<file path="config.mk">
export PLATFORM = sky130hd
export DESIGN_NAME = integer_matrix_multiply_flat
export DESIGN_NICKNAME = d
export VERILOG_FILES = /design/src/rtl/imm_pkg.sv /design/src/rtl/imm_if.sv /design/src/rtl/imm_ram.sv /design/src/rtl/imm_mac.sv /design/src/rtl/imm_seq.sv /design/src/rtl/integer_matrix_multiply.sv /design/src/flat_wrapper.sv
export SDC_FILE = /design/constraint.sdc
export NUM_CORES = 2
export LEC_CHECK = 0
export ABC_AREA = 1
export BUFFER_PORTS_ARGS = -buffer_cell sky130_fd_sc_hd__buf_4
export CAP_MARGIN = 15
export CORE_ASPECT_RATIO = 2
export CORE_UTILIZATION = 45
export CTS_BUF_LIST = sky130_fd_sc_hd__clkbuf_4 sky130_fd_sc_hd__clkbuf_8
export CTS_CLUSTER_SIZE = 30
export DETAILED_ROUTE_END_ITERATION = 12
export PLACE_DENSITY_LB_ADDON = 0.08
export REMOVE_ABC_BUFFERS = 1
export SETUP_SLACK_MARGIN = 0.02
export SKIP_LAST_GASP = 1
export SLEW_MARGIN = 20
export SYNTH_ARGS = -nofsm -noshare
export SYNTH_HDL_FRONTEND = slang
export SYNTH_SLANG_ARGS = --single-unit
</file>
<file path="constraint.sdc">
create_clock -name clk -period 6.9 [get_ports clk]
set_input_delay 0.345 -clock clk [delete_from_list [all_inputs] [get_ports clk]]
set_output_delay 0.345 -clock clk [all_outputs]
set_load 0.02 [all_outputs]
</file>
<file path="src/rtl/imm_pkg.sv">
// ----------------------------------------------------------------------------
// imm_pkg: shared types and constants of the integer matrix multiplier
// Field widths, operation codes, register indexes and pipeline structs.
// ----------------------------------------------------------------------------
package imm_pkg;

  // default largest matrix dimension
  localparam int MAX_DIM_DEF = 8;

  // payload widths
  localparam int OP_W      = 2;
  localparam int IDX_W     = 3;
  localparam int VAL_W     = 16;
  localparam int PROD_W    = 2 * VAL_W;
  localparam int SUM_W     = 35;
  localparam int CFG_W     = 4;
  localparam int CFG_IDX_W = 2;

  // register reset value
  localparam logic [CFG_W-1:0] DIM_RESET = CFG_W'(4);

  // configuration register indexes
  localparam logic [CFG_IDX_W-1:0] REG_A_ROWS = CFG_IDX_W'(0);
  localparam logic [CFG_IDX_W-1:0] REG_A_COLS = CFG_IDX_W'(1);
  localparam logic [CFG_IDX_W-1:0] REG_B_ROWS = CFG_IDX_W'(2);
  localparam logic [CFG_IDX_W-1:0] REG_B_COLS = CFG_IDX_W'(3);

  // operation codes
  typedef enum logic [OP_W-1:0] {
    OP_WR_A = 2'd0,
    OP_WR_B = 2'd1,
    OP_MUL  = 2'd2
  } op_t;

  // one multiply-accumulate step issued by the sequencer
  typedef struct packed {
    logic             valid;
    logic             first;   // first k of a sum
    logic             last_k;  // final k of a sum
    logic             last;    // sum is the final element of the product
    logic [IDX_W-1:0] row;
    logic [IDX_W-1:0] col;
  } tag_t;

  // finished sum leaving the MAC unit
  typedef struct packed {
    logic                    valid;
    logic                    last;
    logic [IDX_W-1:0]        row;
    logic [IDX_W-1:0]        col;
    logic signed [SUM_W-1:0] sum;
  } res_t;

endpackage

</file>
<file path="src/rtl/imm_if.sv">
// ----------------------------------------------------------------------------
// imm_in_if / imm_out_if: valid/ready channels of the matrix multiplier
// Command channel into the block and result channel out of it.
// ----------------------------------------------------------------------------
interface imm_in_if;
  import imm_pkg::*;

  logic                    valid;
  logic                    ready;
  logic [OP_W-1:0]         operation;
  logic [IDX_W-1:0]        elem_row;
  logic [IDX_W-1:0]        elem_col;
  logic signed [VAL_W-1:0] elem_value;

  modport source (output valid, operation, elem_row, elem_col, elem_value,
                  input ready);
  modport sink   (input valid, operation, elem_row, elem_col, elem_value,
                  output ready);
endinterface

interface imm_out_if;
  import imm_pkg::*;

  logic                    valid;
  logic                    ready;
  logic [IDX_W-1:0]        out_row;
  logic [IDX_W-1:0]        out_col;
  logic signed [SUM_W-1:0] product_sum;
  logic                    dim_error;
  logic                    last;

  modport source (output valid, out_row, out_col, product_sum, dim_error, last,
                  input ready);
  modport sink   (input valid, out_row, out_col, product_sum, dim_error, last,
                  output ready);
endinterface

</file>
<file path="src/rtl/imm_ram.sv">
// ----------------------------------------------------------------------------
// imm_ram: generic single-write, single-read RAM
// One write port and one read port with registered read data.
// ----------------------------------------------------------------------------
module imm_ram #(
  parameter int W = 16,
  parameter int D = 64
) (
  input  logic                 clk,
  input  logic                 we,
  input  logic [$clog2(D)-1:0] waddr,
  input  logic [W-1:0]         wdata,
  input  logic                 re,
  input  logic [$clog2(D)-1:0] raddr,
  output logic [W-1:0]         rdata
);

  logic [W-1:0] mem [D];
  logic [W-1:0] rdata_r;

  // write port
  always_ff @(posedge clk) begin
    if (we) begin
      mem[waddr] <= wdata;
    end
  end

  // registered read, held while re is low
  always_ff @(posedge clk) begin
    if (re) begin
      rdata_r <= mem[raddr];
    end
  end

  assign rdata = rdata_r;

endmodule

</file>
<file path="src/rtl/imm_mac.sv">
// ----------------------------------------------------------------------------
// imm_mac: shared multiply-accumulate unit
// Registers the 16x16 product, then accumulates one term per step and
// presents the finished sum on the final step of each element.
// ----------------------------------------------------------------------------
module imm_mac (
  input  logic                             clk,
  input  logic                             rst_n,
  input  logic                             adv,
  input  imm_pkg::tag_t                    tag_in,
  input  logic signed [imm_pkg::VAL_W-1:0] a_data,
  input  logic signed [imm_pkg::VAL_W-1:0] b_data,
  output imm_pkg::res_t                    res,
  output logic                             busy
);
  import imm_pkg::*;

  tag_t                     s1_r;    // aligned with RAM read data
  tag_t                     s2_r;    // aligned with product register
  logic signed [PROD_W-1:0] prod_r;
  logic signed [SUM_W-1:0]  acc_r;
  logic signed [SUM_W-1:0]  acc_base;
  logic signed [SUM_W-1:0]  sum_nxt;

  // accumulate: a new sum starts from the first product
  assign acc_base = s2_r.first ? '0 : acc_r;
  assign sum_nxt  = acc_base + SUM_W'(prod_r);

  // step tags
  always_ff @(posedge clk) begin
    if (!rst_n) begin
      s1_r <= '0;
      s2_r <= '0;
    end else if (adv) begin
      s1_r <= tag_in;
      s2_r <= s1_r;
    end
  end

  // datapath
  always_ff @(posedge clk) begin
    if (adv) begin
      if (s1_r.valid) begin
        prod_r <= a_data * b_data;
      end
      if (s2_r.valid) begin
        acc_r <= sum_nxt;
      end
    end
  end

  assign res.valid = s2_r.valid && s2_r.last_k;
  assign res.last  = s2_r.last;
  assign res.row   = s2_r.row;
  assign res.col   = s2_r.col;
  assign res.sum   = sum_nxt;

  assign busy = s1_r.valid || s2_r.valid;

endmodule

</file>
<file path="src/rtl/imm_seq.sv">
// ----------------------------------------------------------------------------
// imm_seq: command decode and walk sequencer
// Holds the dimension registers, steers element writes into the stores and
// walks row, column and inner index for a multiply command.
// ----------------------------------------------------------------------------
module imm_seq #(
  parameter int MAX_DIM = imm_pkg::MAX_DIM_DEF
) (
  input  logic                                    clk,
  input  logic                                    rst_n,
  // configuration
  input  logic                                    cfg_we,
  input  logic [imm_pkg::CFG_IDX_W-1:0]           cfg_index,
  input  logic [imm_pkg::CFG_W-1:0]               cfg_data,
  // commands
  input  logic                                    in_valid,
  output logic                                    in_ready,
  input  logic [imm_pkg::OP_W-1:0]                in_op,
  input  logic [imm_pkg::IDX_W-1:0]               in_row,
  input  logic [imm_pkg::IDX_W-1:0]               in_col,
  // pipeline control
  input  logic                                    adv,
  input  logic                                    busy,
  output imm_pkg::tag_t                           tag,
  output logic                                    err_load,
  // store ports
  output logic                                    a_we,
  output logic                                    b_we,
  output logic [$clog2(MAX_DIM*MAX_DIM)-1:0]      waddr,
  output logic [$clog2(MAX_DIM*MAX_DIM)-1:0]      a_raddr,
  output logic [$clog2(MAX_DIM*MAX_DIM)-1:0]      b_raddr
);
  import imm_pkg::*;

  localparam int AW = $clog2(MAX_DIM * MAX_DIM);
  localparam int IW = $clog2(MAX_DIM);
  localparam int CW = $clog2(MAX_DIM + 1);

  typedef enum logic [1:0] {ST_IDLE, ST_WALK, ST_DRAIN, ST_ERR} state_t;

  state_t           state_r;
  logic [CFG_W-1:0] a_rows_r, a_cols_r, b_rows_r, b_cols_r;
  logic [CW-1:0]    nr_r, nk_r, nc_r;
  logic [IW-1:0]    i_r, j_r, k_r;
  logic             accept;
  logic             wr_ok;
  logic             k_end, j_end, i_end;

  // saturate a dimension register to 1..MAX_DIM
  function automatic logic [CW-1:0] clamp_dim(input logic [CFG_W-1:0] v);
    logic [CW-1:0] r;
    if (v == '0) begin
      r = CW'(1);
    end else if (int'(v) > MAX_DIM) begin
      r = CW'(MAX_DIM);
    end else begin
      r = CW'(v);
    end
    return r;
  endfunction

  assign in_ready = (state_r == ST_IDLE);
  assign accept   = in_valid && in_ready;

  // element writes, out-of-range indexes dropped
  assign wr_ok = accept && (int'(in_row) < MAX_DIM) && (int'(in_col) < MAX_DIM);
  assign a_we  = wr_ok && (in_op == OP_WR_A);
  assign b_we  = wr_ok && (in_op == OP_WR_B);
  assign waddr = AW'(int'(in_row) * MAX_DIM + int'(in_col));

  // walk addresses
  assign a_raddr = AW'(int'(i_r) * MAX_DIM + int'(k_r));
  assign b_raddr = AW'(int'(k_r) * MAX_DIM + int'(j_r));

  assign k_end = (CW'(k_r) == nk_r - CW'(1));
  assign j_end = (CW'(j_r) == nc_r - CW'(1));
  assign i_end = (CW'(i_r) == nr_r - CW'(1));

  // step issued to the MAC
  assign tag.valid  = (state_r == ST_WALK);
  assign tag.first  = (k_r == '0);
  assign tag.last_k = k_end;
  assign tag.last   = i_end && j_end;
  assign tag.row    = IDX_W'(i_r);
  assign tag.col    = IDX_W'(j_r);

  assign err_load = (state_r == ST_ERR) && adv;

  // state, counters and dimension registers
  always_ff @(posedge clk) begin
    if (!rst_n) begin
      state_r  <= ST_IDLE;
      a_rows_r <= DIM_RESET;
      a_cols_r <= DIM_RESET;
      b_rows_r <= DIM_RESET;
      b_cols_r <= DIM_RESET;
      nr_r     <= CW'(1);
      nk_r     <= CW'(1);
      nc_r     <= CW'(1);
      i_r      <= '0;
      j_r      <= '0;
      k_r      <= '0;
    end else begin
      if (cfg_we) begin
        case (cfg_index)
          REG_A_ROWS: a_rows_r <= cfg_data;
          REG_A_COLS: a_cols_r <= cfg_data;
          REG_B_ROWS: b_rows_r <= cfg_data;
          REG_B_COLS: b_cols_r <= cfg_data;
          default: ;
        endcase
      end

      case (state_r)
        ST_IDLE: begin
          if (accept && (in_op == OP_MUL)) begin
            if (a_cols_r != b_rows_r) begin
              state_r <= ST_ERR;
            end else begin
              state_r <= ST_WALK;
              nr_r    <= clamp_dim(a_rows_r);
              nk_r    <= clamp_dim(a_cols_r);
              nc_r    <= clamp_dim(b_cols_r);
              i_r     <= '0;
              j_r     <= '0;
              k_r     <= '0;
            end
          end
        end
        ST_WALK: begin
          if (adv) begin
            if (!k_end) begin
              k_r <= k_r + IW'(1);
            end else begin
              k_r <= '0;
              if (!j_end) begin
                j_r <= j_r + IW'(1);
              end else begin
                j_r <= '0;
                if (i_end) begin
                  state_r <= ST_DRAIN;
                end else begin
                  i_r <= i_r + IW'(1);
                end
              end
            end
          end
        end
        ST_DRAIN: begin
          if (!busy) begin
            state_r <= ST_IDLE;
          end
        end
        ST_ERR: begin
          if (adv) begin
            state_r <= ST_IDLE;
          end
        end
        default: state_r <= ST_IDLE;
      endcase
    end
  end

endmodule

</file>
<file path="src/rtl/integer_matrix_multiply.sv">
// ----------------------------------------------------------------------------
// integer_matrix_multiply: small signed integer matrix multiplier
// Stores A and B element by element and streams C = A x B in row-major order
// through one shared multiply-accumulate unit.
// ----------------------------------------------------------------------------
//
//   channel   dir  handshake        payload
//   in_chan   in   valid / ready    operation, elem_row, elem_col, elem_value
//   out_chan  out  valid / ready    out_row, out_col, product_sum, dim_error,
//                                   last
//   cfg_*     in   cfg_we only      cfg_index, cfg_data
//
// Element writes are accepted back to back.
// A multiply walks nr * nc * nk inner steps through the MAC (one inner step
// per cycle while the output register can take results), then drains the
// pipeline; in_chan is not ready meanwhile. A dimension mismatch returns a
// single flagged result. The stores have no reset and no clearing pass. While
// a result sits in the output register untaken, the read, multiply and
// accumulate steps all hold.
//
module integer_matrix_multiply #(
  parameter int MAX_DIM = imm_pkg::MAX_DIM_DEF
) (
  input  logic                          clk,
  input  logic                          rst_n,
  input  logic                          cfg_we,
  input  logic [imm_pkg::CFG_IDX_W-1:0] cfg_index,
  input  logic [imm_pkg::CFG_W-1:0]     cfg_data,
  imm_in_if.sink                        in_chan,
  imm_out_if.source                     out_chan
);
  import imm_pkg::*;

  localparam int DEPTH = MAX_DIM * MAX_DIM;
  localparam int AW    = $clog2(DEPTH);

  tag_t             tag;
  res_t             res;
  logic             adv;
  logic             busy;
  logic             err_load;
  logic             a_we, b_we;
  logic [AW-1:0]    waddr, a_raddr, b_raddr;
  logic [VAL_W-1:0] a_data, b_data;

  logic                    out_valid_r;
  logic [IDX_W-1:0]        out_row_r, out_col_r;
  logic signed [SUM_W-1:0] out_sum_r;
  logic                    out_err_r, out_last_r;

  // pipeline moves whenever the output register can take a result
  assign adv = !out_valid_r || out_chan.ready;

  imm_seq #(.MAX_DIM(MAX_DIM)) u_seq (
    .clk       (clk),
    .rst_n     (rst_n),
    .cfg_we    (cfg_we),
    .cfg_index (cfg_index),
    .cfg_data  (cfg_data),
    .in_valid  (in_chan.valid),
    .in_ready  (in_chan.ready),
    .in_op     (in_chan.operation),
    .in_row    (in_chan.elem_row),
    .in_col    (in_chan.elem_col),
    .adv       (adv),
    .busy      (busy),
    .tag       (tag),
    .err_load  (err_load),
    .a_we      (a_we),
    .b_we      (b_we),
    .waddr     (waddr),
    .a_raddr   (a_raddr),
    .b_raddr   (b_raddr)
  );

  imm_ram #(.W(VAL_W), .D(DEPTH)) u_a_store (
    .clk   (clk),
    .we    (a_we),
    .waddr (waddr),
    .wdata (in_chan.elem_value),
    .re    (adv),
    .raddr (a_raddr),
    .rdata (a_data)
  );

  imm_ram #(.W(VAL_W), .D(DEPTH)) u_b_store (
    .clk   (clk),
    .we    (b_we),
    .waddr (waddr),
    .wdata (in_chan.elem_value),
    .re    (adv),
    .raddr (b_raddr),
    .rdata (b_data)
  );

  imm_mac u_mac (
    .clk    (clk),
    .rst_n  (rst_n),
    .adv    (adv),
    .tag_in (tag),
    .a_data (a_data),
    .b_data (b_data),
    .res    (res),
    .busy   (busy)
  );

  // output register: error result or finished sum
  always_ff @(posedge clk) begin
    if (!rst_n) begin
      out_valid_r <= 1'b0;
    end else if (err_load) begin
      out_valid_r <= 1'b1;
    end else if (adv) begin
      out_valid_r <= res.valid;
    end
  end

  always_ff @(posedge clk) begin
    if (err_load) begin
      out_row_r  <= '0;
      out_col_r  <= '0;
      out_sum_r  <= '0;
      out_err_r  <= 1'b1;
      out_last_r <= 1'b1;
    end else if (adv && res.valid) begin
      out_row_r  <= res.row;
      out_col_r  <= res.col;
      out_sum_r  <= res.sum;
      out_err_r  <= 1'b0;
      out_last_r <= res.last;
    end
  end

  assign out_chan.valid       = out_valid_r;
  assign out_chan.out_row     = out_row_r;
  assign out_chan.out_col     = out_col_r;
  assign out_chan.product_sum = out_sum_r;
  assign out_chan.dim_error   = out_err_r;
  assign out_chan.last        = out_last_r;

`ifndef SYNTH
  // no command is taken while steps are still in the MAC
  a_idle_when_ready : assert property (@(posedge clk) disable iff (!rst_n)
    !(in_chan.ready && busy))
    else $error("command accepted while MAC busy");

  // an issued step shows up in the MAC pipeline
  a_issue_busy : assert property (@(posedge clk) disable iff (!rst_n)
    (tag.valid && adv) |=> busy)
    else $error("issued step lost");

  // a finished sum is held while the output register is blocked
  a_res_held : assert property (@(posedge clk) disable iff (!rst_n)
    (res.valid && !adv) |=> (res.valid && $stable(res.sum)))
    else $error("finished sum dropped during stall");
`endif

endmodule

</file>
<file path="src/flat_wrapper.sv">
// flat-port wrapper written by rule: the top's interface ports become plain ports
module integer_matrix_multiply_flat import imm_pkg::*;
#(
  parameter int MAX_DIM = imm_pkg::MAX_DIM_DEF
)
  (clk, rst_n, cfg_we, cfg_index, cfg_data, in_chan_valid, in_chan_operation, in_chan_elem_row, in_chan_elem_col, in_chan_elem_value, in_chan_ready, out_chan_valid, out_chan_out_row, out_chan_out_col, out_chan_product_sum, out_chan_dim_error, out_chan_last, out_chan_ready);
  imm_in_if in_chan_i ();
  imm_out_if out_chan_i ();
  input  logic clk;
  input  logic rst_n;
  input  logic cfg_we;
  input  logic [imm_pkg::CFG_IDX_W-1:0] cfg_index;
  input  logic [imm_pkg::CFG_W-1:0] cfg_data;
  input wire logic [$bits(in_chan_i.valid)-1:0] in_chan_valid;
  input wire logic [$bits(in_chan_i.operation)-1:0] in_chan_operation;
  input wire logic [$bits(in_chan_i.elem_row)-1:0] in_chan_elem_row;
  input wire logic [$bits(in_chan_i.elem_col)-1:0] in_chan_elem_col;
  input wire logic [$bits(in_chan_i.elem_value)-1:0] in_chan_elem_value;
  output wire logic [$bits(in_chan_i.ready)-1:0] in_chan_ready;
  output wire logic [$bits(out_chan_i.valid)-1:0] out_chan_valid;
  output wire logic [$bits(out_chan_i.out_row)-1:0] out_chan_out_row;
  output wire logic [$bits(out_chan_i.out_col)-1:0] out_chan_out_col;
  output wire logic [$bits(out_chan_i.product_sum)-1:0] out_chan_product_sum;
  output wire logic [$bits(out_chan_i.dim_error)-1:0] out_chan_dim_error;
  output wire logic [$bits(out_chan_i.last)-1:0] out_chan_last;
  input wire logic [$bits(out_chan_i.ready)-1:0] out_chan_ready;
  assign in_chan_i.valid = in_chan_valid;
  assign in_chan_i.operation = in_chan_operation;
  assign in_chan_i.elem_row = in_chan_elem_row;
  assign in_chan_i.elem_col = in_chan_elem_col;
  assign in_chan_i.elem_value = in_chan_elem_value;
  assign in_chan_ready = in_chan_i.ready;
  assign out_chan_valid = out_chan_i.valid;
  assign out_chan_out_row = out_chan_i.out_row;
  assign out_chan_out_col = out_chan_i.out_col;
  assign out_chan_product_sum = out_chan_i.product_sum;
  assign out_chan_dim_error = out_chan_i.dim_error;
  assign out_chan_last = out_chan_i.last;
  assign out_chan_i.ready = out_chan_ready;
  integer_matrix_multiply #(.MAX_DIM(MAX_DIM)) u_core (.clk(clk), .rst_n(rst_n), .cfg_we(cfg_we), .cfg_index(cfg_index), .cfg_data(cfg_data), .in_chan(in_chan_i), .out_chan(out_chan_i));
endmodule
</file>
==> results.md <==
- Final hold viol count: 0
- Syn-to-layout area delta: 10.6%
- Prevailing post-synth register cell: edfxtp_1
- Crit Path Max Fanout: 10
- CTS tree: done
- Worst endpoint required time: 7.63 ns
- Flops & latches, synth: 2250
- Dpl hpwl: 207000 µm
- Slew Limit Headroom: 0.279
- Cts bufs inserted: 327
- H-tree levels: 5
- GRT Resource Usage Total: 0.289
- Global-route wire length before repair: 474000 µm
- Detail Route Antenna Nets: 0
- Worst reg-to-reg path cell count: 19
- Reg2reg setup slack: 0.31 ns
- Setup Viol. Count Final: 0
- CTS root buf: clkbuf_8
- Total gr overflow: 0
- Die height: 674 µm
- Vias in the first global route: 69800
- PortBufs: 79
- Slew at the pin closest to its max-slew limit: 1.08 ns
- Worst setup EP type: register
- Post-synthesis adder-cell area fraction: 0.0669
- Layout Cells excl Fill: 12400
- Outcome: complete, no violations
- Post-synthesis xor/xnor area fraction: 0.00542
- Area of the die: 228000 µm²
- TritonCTS Sinks: 2250
- Initial antenna violation count: 14
- Post-synth EDFFs: 2147
- DRC: 0
- Clock-pin slew on the worst setup and hold paths: 0.08 ns
- Post-CTS Setup Inserts: 0
- Startpoint types: register
- Critical Path Start: u_core.u_b_store.rdata[2]
- Yosys warns: 0
- Fin util: 0.501
- RSZ-0062 raised after global routing: no
- Largest family of logic cells by synthesized area: simple AND/OR/NAND/NOR gates
- WS Path Type: register to register
- Final WL: 330000 µm
- Top cell type's share of synthesized area: 0.634
- Post-synthesis mux area share: 0
- I/O pins: 80
- Initial Util: 0.453
- WHS Path Cells: 1
- Largest net degree at the start of global routing: 179
- Fill cells: 20000
- Hold_ws: 0.0433 ns
- Setup crit end: u_core.u_mac.prod_r[24]
- Final #Nets: 9596
- Async SR Flop Fraction: 0
- Final Skew: 0.0881 ns
- Synth Area in Compound Gates: 0.0942
- Clk_lat worst skew: 0.99 ns
- Worst reg2reg startpoint: u_core.u_b_store.rdata[2]
- Post-synthesis sequential area ratio: 0.655
- Final worst path period share: 0.955
- Final slew viol count: 0
- DR WL/cell: 26.6 µm
- F_max: 0.152 GHz
- Place WS: 0.287 ns
- Synth cell types: 44
- Synth top area cells: edfxtp_1, o21ai_0, nand2_1, nor2_1, fa_1
- Layout cells sized above 1: 0.0926
- # resized after CTS: 0
- DRT iter0 DRCs: 5041
- Post-Syn Instances: 9044
- Crit path time final: 6.59 ns
- Hold buffers post-CTS: 34
- Setup WS post-layout: 0.308 ns
- Pre-antenna DRT Iters: 7
- Dpl cells: 11800
- Max Cap Violations: 0
- Hold Path Class: input pin to register
- R2r endpoint: u_core.u_mac.prod_r[24]
- Simple-gate share of the synthesized area: 0.132
- Total vias in the final route: 69400
- Synth area leader: edfxtp_1
- Cell area after synthesis: 102000 µm²
- Vias per std cell: 5.59
- Syn Area/Cell: 11.2 µm²
- Core area: 224000 µm²
- Crit path DAT: 7.32 ns
- Die Wd: 338 µm
- RD Place Congestion: 0.943
- Clock tree buffer depth: 4
- # rows: 246
==> cells by family after synthesis <==
kind of cell	after synthesis
AO/OA/AOI/OAI	1762
XOR/XNOR	62
adder cells (fa/ha/maj)	386
buffers and inverters	1197
flip-flops	2250
AND/OR/NAND/NOR	3387
==> cell type report <==
class | count | area, µm² | share of cell area
well taps | 2976 | 3720 | 0.0331
inverters | 654 | 2500 | 0.0223
repair buffers | 345 | 2850 | 0.0254
flip-flops and latches | 2250 | 66600 | 0.592
clock inverters | 127 | 838 | 0.00746
clock buffers | 439 | 5410 | 0.0481
multi-input cells | 5597 | 30500 | 0.271
diodes | 25 | 62.6 | 0.000556
==> placed cells by master, fill, tap and decap left out, drive strengths merged <==
| cell | n |
|---|---|
| a211oi | 4 |
| a21o | 8 |
| a21oi | 96 |
| a22oi | 5 |
| a31oi | 4 |
| and2 | 16 |
| and3 | 2 |
| buf | 311 |
| bufinv | 10 |
| clkbuf | 439 |
| clkinv | 108 |
| clkinvlp | 7 |
| dfxtp | 103 |
| diode | 25 |
| dlygate4sd3 | 34 |
| edfxtp | 2147 |
| fa | 263 |
| ha | 123 |
| inv | 656 |
| nand2 | 1459 |
| nand2b | 3 |
| nand3 | 402 |
| nand3b | 4 |
| nand4 | 21 |
| nor2 | 1439 |
| nor3 | 35 |
| o211ai | 3 |
| o21a | 4 |
| o21ai | 1109 |
| o21bai | 14 |
| o22ai | 512 |
| o31ai | 3 |
| or2 | 6 |
| xnor2 | 17 |
| xor2 | 45 |
==> per-layer routing <==
metal  routed length [µm]  part of all wire  global-route usage  vias to the layer above
met5                   55           0.00017                   0                        -
met4                27600             0.084               0.216                        8
met3                15600             0.047              0.0355                      763
met2               171000              0.52               0.513                     2242
met1               116000              0.35               0.311                    34700
li1                     -                 -                   -                    31600
==> worst max-delay path: stages, from the launching register on <==
cell	delay, ns
edfxtp_1	0.72
buf_4	0.29
nand2_1	0.09
fa_1	0.57
fa_1	0.48
fa_1	0.55
inv_1	0.05
fa_1	0.44
fa_1	0.52
inv_1	0.05
fa_1	0.48
inv_1	0.04
ha_1	0.41
a21oi_1	0.29
o21ai_0	0.14
a21oi_1	0.46
nand3_1	0.37
nand2_1	0.14
nand2_1	0.07
xor2_1	0.14
==> flip-flops by register name, summed over array words and instances (netlist names), 7 cells and up <==
register and cells:
u_core.out_chan.product_sum 35, u_core.u_a_store.mem 1024, u_core.u_a_store.rdata 16, u_core.u_b_store.mem 1024, u_core.u_b_store.rdata 16, u_core.u_mac.acc_r 35
u_core.u_mac.prod_r 32, u_core.u_mac.res 7, u_core.u_mac.s1_r 10
==> metrics by stage <==
stage               setup TNS [ns]  instance area [µm²]
floorplan                  -817.61                99300
global placement                 0               106000
detailed placement               0               106000
CTS                              0               112000
global route                     0               112000
finish                           0               112000
==> worst min path at each step <==
stage / slack (ns) / start / endpoint
final: 0.04 / in_chan_elem_value[1] / u_core.u_b_store.mem[14][1]
after floorplan: 0.43 / rst_n / u_core.u_seq.b_rows_r[2]
after CTS: 0.02 / in_chan_elem_value[3] / u_core.u_b_store.mem[13][3]
after global placement: 0.44 / u_core.out_chan.dim_error / u_core.out_chan.dim_error
after global routing: 0.06 / in_chan_elem_value[1] / u_core.u_a_store.mem[12][1]
after detailed placement: 0.46 / u_core.u_seq.nr_r[1] / u_core.u_seq.nr_r[1]
==> cells in the mapped netlist, drive strengths merged (14+ instances only) <==
cell,number
a21oi,96
and2,16
buf,166
clkbuf,377
dfxtp,103
edfxtp,2147
fa,263
ha,123
inv,650
nand2,1459
nand3,402
nand4,21
nor2,1439
nor3,35
o21ai,1109
o21bai,14
o22ai,512
xnor2,17
xor2,45
Power is not shown: default switching activity piles up to over one toggle a cycle in this logic, so the estimate is an artifact.
